**config.mk**
```make
export PLATFORM = sky130hd
export DESIGN_NAME = actuator_window_commutator
export DESIGN_NICKNAME = d
export VERILOG_FILES = /design/src/rtl/awc_pkg.sv /design/src/rtl/awc_cell.sv /design/src/rtl/actuator_window_commutator.sv
export SDC_FILE = /design/constraint.sdc
export NUM_CORES = 1
export LEC_CHECK = 0
export ABC_AREA = 1
export BUFFER_PORTS_ARGS = -buffer_cell sky130_fd_sc_hd__buf_2
export CAP_MARGIN = 20
export CELL_PAD_IN_SITES_DETAIL_PLACEMENT = 2
export CELL_PAD_IN_SITES_GLOBAL_PLACEMENT = 2
export CORE_ASPECT_RATIO = 1.75
export CORE_MARGIN = 1.5
export CORE_UTILIZATION = 25
export DETAILED_ROUTE_END_ITERATION = 12
export PLACE_DENSITY = 0.64
export SYNTH_ARGS = -nofsm -noshare
export SYNTH_HDL_FRONTEND = slang
export SYNTH_SLANG_ARGS = --single-unit
```
**constraint.sdc**
```tcl
create_clock -name clock -period 5.7 [get_ports clock]
set_input_delay 0.57 -clock clock [delete_from_list [all_inputs] [get_ports clock]]
set_output_delay 0.57 -clock clock [all_outputs]
set_load 0.05 [all_outputs]
```
**src/rtl/awc_pkg.sv**
```systemverilog
package awc_pkg;

   // actuator count and derived widths
   localparam int NUM_OUTPUTS = 3;
   localparam int IDX_W       = (NUM_OUTPUTS > 1) ? $clog2(NUM_OUTPUTS) : 1;
   localparam int TGT_W       = 3;
   localparam int CMP_W       = (IDX_W > TGT_W) ? IDX_W : TGT_W;
   localparam int MASK_W      = (NUM_OUTPUTS > 3) ? NUM_OUTPUTS : 3;

   // field widths
   localparam int ACTION_W  = 3;
   localparam int TIME_W    = 32;
   localparam int PERIOD_W  = 16;
   localparam int WIDTH_W   = 2;
   localparam int BTGT_W    = 2;
   localparam int REQ_DATA_W = 40;
   localparam int RSP_DATA_W = 8;
   localparam int CSR_IDX_W  = 2;
   localparam int CSR_DATA_W = 16;

   // command codes
   localparam logic [ACTION_W-1:0] ACT_NONE   = 3'd0;
   localparam logic [ACTION_W-1:0] ACT_TOGGLE = 3'd1;
   localparam logic [ACTION_W-1:0] ACT_OFF    = 3'd2;
   localparam logic [ACTION_W-1:0] ACT_START  = 3'd3;
   localparam logic [ACTION_W-1:0] ACT_STOP   = 3'd4;

   // register indexes
   localparam logic [CSR_IDX_W-1:0] REG_STEP_PERIOD = 2'd0;
   localparam logic [CSR_IDX_W-1:0] REG_DEBOUNCE    = 2'd1;
   localparam logic [CSR_IDX_W-1:0] REG_WINDOW      = 2'd2;
   localparam logic [CSR_IDX_W-1:0] REG_BTN_TARGET  = 2'd3;

   // register reset values
   localparam logic [PERIOD_W-1:0] STEP_PERIOD_RST = 16'd100;
   localparam logic [PERIOD_W-1:0] DEBOUNCE_RST    = 16'd50;
   localparam logic [WIDTH_W-1:0]  WINDOW_RST      = 2'd2;
   localparam logic [BTGT_W-1:0]   BTN_TARGET_RST  = 2'd1;

   // per-poll control broadcast to every cell
   typedef struct packed {
      logic              accept;
      logic              step;
      logic              btn_toggle;
      logic              cmd_toggle;
      logic              all_off;
      logic [WIDTH_W-1:0] window_width;
      logic [BTGT_W-1:0] btn_target;
      logic [TGT_W-1:0]  cmd_target;
   } awc_ctrl_type;

endpackage

```
**src/rtl/awc_cell.sv**
```systemverilog
module awc_cell (
   input  logic                    clock,
   input  logic                    reset,
   input  logic [awc_pkg::IDX_W-1:0] cell_index,
   input  awc_pkg::awc_ctrl_type   ctrl,
   input  logic                    tok_prev1,
   input  logic                    tok_prev2,
   output logic                    tok_out,
   output logic                    bit_out
);
   import awc_pkg::*;

   logic bit_ff, bit_in;
   logic tok_ff, tok_in;
   logic [CMP_W-1:0] own_idx;
   logic btn_hit, cmd_hit, win, after_btn, after_cmd;

   assign own_idx = CMP_W'(cell_index);
   assign btn_hit = ctrl.btn_toggle && (CMP_W'(ctrl.btn_target) == own_idx);
   assign cmd_hit = ctrl.cmd_toggle && (CMP_W'(ctrl.cmd_target) == own_idx);

   // window membership: the token sits at most width-1 cells behind
   assign win = (ctrl.window_width >= 2'd1 && tok_ff)
             || (ctrl.window_width >= 2'd2 && tok_prev1)
             || (ctrl.window_width >= 2'd3 && tok_prev2);

   // button toggle, then command, then commutation step
   always_comb begin
      after_btn = bit_ff ^ btn_hit;
      if (cmd_hit) begin
         after_cmd = ~after_btn;
      end else if (ctrl.all_off) begin
         after_cmd = 1'b0;
      end else begin
         after_cmd = after_btn;
      end
      bit_in = ctrl.step ? win : after_cmd;
      tok_in = ctrl.step ? tok_prev1 : tok_ff;
   end

   // cell state, token starts at cell zero
   always_ff @(posedge clock) begin
      if (reset) begin
         bit_ff <= 1'b0;
         tok_ff <= (cell_index == '0);
      end else if (ctrl.accept) begin
         bit_ff <= bit_in;
         tok_ff <= tok_in;
      end
   end

   assign tok_out = tok_ff;
   assign bit_out = bit_in;

endmodule

```
**src/rtl/actuator_window_commutator.sv**
```systemverilog
// Actuator controller with a row of identical cells, one per actuator, each
// holding its energize bit and one bit of the one-hot window-start token that
// moves to the next cell on every commutation step. One poll is accepted per
// clock; its result (on_mask, commutating) appears in the output register on
// the following cycle and the next poll is taken in the same cycle as long as
// that register is free or being drained. The rate is set by the combinational
// update of the cells together with the two 32-bit time differences for the
// button debounce and the step period. Configuration writes are taken every
// cycle and apply to the polls after them.
module actuator_window_commutator (
   input  logic                             clock,
   input  logic                             reset,
   // poll channel
   input  logic                             req_tvalid,
   output logic                             req_tready,
   // tdata: target_index[2:0], button_level[3], now_ms[35:4], zero pad[39:36]
   input  logic [awc_pkg::REQ_DATA_W-1:0]   req_tdata,
   // tuser: action[2:0]
   input  logic [awc_pkg::ACTION_W-1:0]     req_tuser,
   // result channel
   output logic                             rsp_tvalid,
   input  logic                             rsp_tready,
   // tdata: on_mask[2:0], commutating[3], zero pad[7:4]
   output logic [awc_pkg::RSP_DATA_W-1:0]   rsp_tdata,
   // register write channel
   input  logic                             csr_valid,
   output logic                             csr_ready,
   input  logic [awc_pkg::CSR_IDX_W-1:0]    csr_index,
   input  logic [awc_pkg::CSR_DATA_W-1:0]   csr_data
);
   import awc_pkg::*;

   // configuration registers
   logic [PERIOD_W-1:0] step_period_ff;
   logic [PERIOD_W-1:0] debounce_ff;
   logic [WIDTH_W-1:0]  window_width_ff;
   logic [BTGT_W-1:0]   btn_target_ff;

   // poll state
   logic              enable_ff, enable_in;
   logic [TIME_W-1:0] last_step_ff;
   logic [TIME_W-1:0] change_time_ff, change_time_in;
   logic              prev_raw_ff;
   logic              stable_ff, stable_in;

   // output register
   logic                  rsp_valid_ff;
   logic [RSP_DATA_W-1:0] rsp_data_ff;

   logic [ACTION_W-1:0] action;
   logic [TGT_W-1:0]    target;
   logic                raw;
   logic [TIME_W-1:0]   now;
   logic                accept, level_change, settled, step;
   logic [TIME_W-1:0]   held_time, since_step;
   awc_ctrl_type        ctrl;
   logic [NUM_OUTPUTS-1:0] tok, mask_next;
   logic [MASK_W-1:0]   mask_ext;

   assign action = req_tuser;
   assign target = req_tdata[2:0];
   assign raw    = req_tdata[3];
   assign now    = req_tdata[35:4];

   assign req_tready = !rsp_valid_ff || rsp_tready;
   assign accept     = req_tvalid && req_tready;
   assign csr_ready  = 1'b1;

   // debounce of the raw button level
   assign level_change   = raw != prev_raw_ff;
   assign change_time_in = level_change ? now : change_time_ff;
   assign held_time      = now - change_time_in;
   assign settled        = (held_time > TIME_W'(debounce_ff)) && (raw != stable_ff);
   assign stable_in      = settled ? raw : stable_ff;

   // command decode and commutation timing
   always_comb begin
      unique case (action)
         ACT_START: enable_in = 1'b1;
         ACT_STOP:  enable_in = 1'b0;
         default:   enable_in = enable_ff;
      endcase
   end
   assign since_step = now - last_step_ff;
   assign step       = enable_in && (since_step >= TIME_W'(step_period_ff));

   always_comb begin
      ctrl.accept       = accept;
      ctrl.step         = step;
      ctrl.btn_toggle   = settled && !raw;
      ctrl.cmd_toggle   = action == ACT_TOGGLE;
      ctrl.all_off      = action == ACT_OFF;
      ctrl.window_width = window_width_ff;
      ctrl.btn_target   = btn_target_ff;
      ctrl.cmd_target   = target;
   end

   // row of actuator cells, token taps wrap around the ring
   for (genvar i = 0; i < NUM_OUTPUTS; i++) begin : g_cell
      localparam int P1 = (i + NUM_OUTPUTS - 1) % NUM_OUTPUTS;
      localparam int P2 = (i + 2 * NUM_OUTPUTS - 2) % NUM_OUTPUTS;
      awc_cell u_cell (
         .clock      (clock),
         .reset      (reset),
         .cell_index (IDX_W'(i)),
         .ctrl       (ctrl),
         .tok_prev1  (tok[P1]),
         .tok_prev2  (tok[P2]),
         .tok_out    (tok[i]),
         .bit_out    (mask_next[i])
      );
   end

   assign mask_ext = MASK_W'(mask_next);

   // configuration writes
   always_ff @(posedge clock) begin
      if (reset) begin
         step_period_ff  <= STEP_PERIOD_RST;
         debounce_ff     <= DEBOUNCE_RST;
         window_width_ff <= WINDOW_RST;
         btn_target_ff   <= BTN_TARGET_RST;
      end else if (csr_valid && csr_ready) begin
         unique case (csr_index)
            REG_STEP_PERIOD: step_period_ff  <= csr_data;
            REG_DEBOUNCE:    debounce_ff     <= csr_data;
            REG_WINDOW:      window_width_ff <= csr_data[WIDTH_W-1:0];
            REG_BTN_TARGET:  btn_target_ff   <= csr_data[BTGT_W-1:0];
            default: ;
         endcase
      end
   end

   // poll state update
   always_ff @(posedge clock) begin
      if (reset) begin
         enable_ff      <= 1'b0;
         last_step_ff   <= '0;
         change_time_ff <= '0;
         prev_raw_ff    <= 1'b1;
         stable_ff      <= 1'b1;
      end else if (accept) begin
         enable_ff      <= enable_in;
         change_time_ff <= change_time_in;
         prev_raw_ff    <= raw;
         stable_ff      <= stable_in;
         if (step) begin
            last_step_ff <= now;
         end
      end
   end

   // result register, drained by a transfer on the result channel
   always_ff @(posedge clock) begin
      if (reset) begin
         rsp_valid_ff <= 1'b0;
      end else if (accept) begin
         rsp_valid_ff <= 1'b1;
      end else if (rsp_tready) begin
         rsp_valid_ff <= 1'b0;
      end
   end

   always_ff @(posedge clock) begin
      if (accept) begin
         rsp_data_ff <= {4'b0000, enable_in, mask_ext[2:0]};
      end
   end

   assign rsp_tvalid = rsp_valid_ff;
   assign rsp_tdata  = rsp_data_ff;

endmodule

```
==> summary.txt <==
Synth
  – Main flop type after synthesis: dfxtp_1
  – Mapped Avg Cell Area: 6.37 um^2
  – Dominant cells by area after synthesis: dfxtp_1 (23%), nand2_1 (13%), ha_1 (11%), inv_1 (9.7%), nor2_1 (6.7%)
  – Cell area after synthesis: 0.00978 mm^2
  – Top-area cell type share of the netlist area: between 20% and 30%
  – Seq/Total Area, Yosys: 23.7%
  – Cell count after synthesis: 1535
  – Ys async rst share: 0%
  – Top-count cell post-synth: nand2_1
  – Yosys reg bits: 114
  – Post-synth EDFFs: 4
  – Area leader, netlist: dfxtp_1
  – Yosys Warn Count: 0
  – Synth top cells by count: nand2_1 (336), inv_1 (253), nor2_1 (174)
  – Library cells used by synthesis: between 50 and 60

Critical path
  – R2R Path End: last_step_ff[12]
  – Required @ worst endpoint: 6.02 ns
  – Setup crit end kind: flop
  – Worst-case reg-to-reg path depth: 21
  – R2r setup slk: 0.86 ns
  – Worst-path fanout max: 36
  – CP startpoint kind: input pin
  – Reg-to-Reg Start: last_step_ff[2]
  – Crit path DAT: about 5.2 ns
  – Crit path kind: in -> reg

Clocking
  – H-tree levels: 4
  – Worst skew pair latency: 0.44 ns
  – CTS clock-pin slew for the worst setup and hold paths: ~0.06 ns
  – Post-CTS setup buffers: 0
  – CTS Buf Count: 17
  – Clock tree buffer depth: 2
  – TritonCTS clock tree: done
  – Clock sinks: 114
  – Post-CTS Resized: 0
  – # hold bufs at CTS: 0
  – Root buf cell: clkbuf_16

Die
  – Num ports: 77
  – # rows: 95
  – Die span in y: around 260 um
  – Die width: ~150 um
  – Effective utilization at floorplan: 25.4%
  – CORE AREA: 0.0385 mm^2
  – Die ar.: around 0.04 mm^2

Detailed routing
  – Remaining DRCs: 0
  – Wire per inst: 18.8 um
  – DR vias/cell: ~4.9
  – 1st-iter DRT viols: 228
  – Pre-antenna DRT Iters: 4
  – Remaining antenna violation count: 0
  – DR vias: 10338
  – DRT Wirelength: 39.5 mm

Power and ir drop
  – Pwr dens: 276 mW/mm^2
  – Total power draw: a little over 3 mW
  – LEAKAGE: 5.51 nW
  – Maximum vdd drop: 0.000128 V

Min path
  – Hold Startpoint: req_tdata[4]
  – Worst Hold Class: in -> reg
  – Hold endpoint: last_step_ff[0]
  – Hold Path Cell Cnt: 3

GRT
  – Initial antenna violation count: 1
  – GRT Total Usage: 20.1%
  – First-pass GRT wire length: 62.2 mm
  – Grt ovf: 0
  – Vias in the first global route: 11417
  – Largest net degree at the start of global routing: 55

Run
  – Max-Cap Viols: 0

Cells and area
  – Layout area overhead: 14.2%
  – Layout cell share with drive strength beyond 1: between 10% and 20%
  – Post-layout nets: 1746
  – Fillcell total: roughly 4800

STA
  – Max-slew violations: 0
  – Final hold vios: 0
  – Final setup vio count: 0
  – Final worst path period share: 84.8%
  – Slew @ Worst Pin: 0.887 ns
  – RSZ-0062 raised after global routing: false
  – Final min period: ~4.8 ns
  – Setup_tns: 0 ns
  – Clock skew: 0.0133 ns
  – Relative slew margins: between 40% and 50%
  – Max Fclk: just over 200 MHz

Placement
  – Routability cong.: 0.871
  – Placed wire-length estimate: 33.4 mm
  – Port bufs: 67

Status
  – Status: finished clean
flip-flops by register name (all words and copies together) (netlist names), 2 cells and up:
register / count
g_cell.u_cell.tok_out: 3
g_cell.u_cell.bit_ff: 3
rsp_tdata: 4
step_period_ff: 16
change_time_ff: 32
debounce_ff: 16
window_width_ff: 2
last_step_ff: 32
btn_target_ff: 2
stage by stage:
stage	hold slack (ns)	cells	setup WS [ns]	instance area, um^2	util [%]
after floorplan	0.435	1538	1.11	9790	-
after detailed placement	0.475	2061	0.381	10600	27.5
after global placement	0.456	2061	0.550	10600	27.5
after CTS	0.358	2093	0.792	11200	29.0
after global routing	0.400	2093	0.423	11200	29.0
final	0.379	2095	0.864	11200	29.0
worst max-delay path by stage:
stage / slack, ns / startpoint / end
after floorplan: 1.11 / req_tdata[3] / rsp_tdata[0]
after global placement: 0.55 / req_tdata[4] / last_step_ff[30]
after detailed placement: 0.38 / req_tdata[6] / last_step_ff[12]
after CTS: 0.79 / last_step_ff[2] / last_step_ff[12]
after global routing: 0.42 / last_step_ff[4] / last_step_ff[20]
final: 0.86 / req_tdata[6] / last_step_ff[12]
cells by family after synthesis:
| group | synth area share [%] |
|---|---|
| fa+ha+maj | 11.0 |
| compound gates | 17.4 |
| other cells | 0.0768 |
| mux | 1.94 |
| flops | 23.7 |
| simple gates | 30.2 |
| buf+inv | 12.2 |
| xor+xnor | 3.49 |
cell type report:
class                   count  area, um^2  share of cell area [%]
diodes                      2        5.00                  0.0448
clock inverters            13         134                    1.20
well taps                 485         607                    5.43
clock buffers              19         443                    3.97
inverters                 266         998                    8.94
flip-flops and latches    114        2320                    20.8
multi-input cells        1122        6270                    56.2
repair buffers             74         388                    3.47
cell usage in the layout, fill, tap and decap left out, drive strengths merged, types with 2 or more instances in the layout:
| cell | n |
|---|---|
| xor2 | 27 |
| nor3 | 23 |
| bufinv | 2 |
| xnor2 | 12 |
| nand4 | 23 |
| clkbuf | 19 |
| mux2i | 19 |
| clkinv | 6 |
| clkinvlp | 4 |
| nor2 | 180 |
| o21bai | 8 |
| dfxtp | 110 |
| o211ai | 42 |
| a211oi | 4 |
| a31oi | 5 |
| a21o | 6 |
| a221oi | 2 |
| or2 | 2 |
| a21oi | 108 |
| inv | 267 |
| a21boi | 6 |
| nand2 | 347 |
| o21a | 3 |
| ha | 84 |
| nor4 | 2 |
| buf | 74 |
| nand3 | 92 |
| conb | 5 |
| diode | 2 |
| o21ai | 111 |
| nand3b | 7 |
| edfxtp | 4 |
where the power goes:
part / internal (mW) / switching [mW] / total [mW]
Sequential: 0.853 / 0.0278 / 0.881
Clock: 0.653 / 0.438 / 1.09
Combinational: 0.372 / 0.740 / 1.11
per-layer routing:
| layer | wire length, um | part of all wire [%] | vias up | global-route usage (%) |
|---|---|---|---|---|
| li1 | - | - | 5112 | - |
| met1 | 14300 | 36 | 5057 | 18.7 |
| met2 | 23000 | 58 | 120 | 42.6 |
| met3 | 671 | 1.7 | 47 | 2.37 |
| met4 | 1490 | 3.8 | 2 | 8.21 |
| met5 | 14 | 0.035 | - | 0 |
worst max-delay path: stages:
cell and delay [ns]:
buf_2 0.19, ha_1 0.38, a21oi_1 0.16, nand2_1 0.12, a21oi_2 0.26, o21bai_2 0.14, a21boi_2 0.20, o21ai_1 0.16
xor2_1 0.20, ha_1 0.32, nand2_1 0.07, inv_1 0.06, nand3_1 0.09, nor3_1 0.21, a221oi_1 0.11, nand4_1 0.17
nand2_2 0.15, nor2_4 0.70, inv_2 0.56, nor2_1 0.24, nor2_1 0.07
Power figures use the tool's default switching activity.
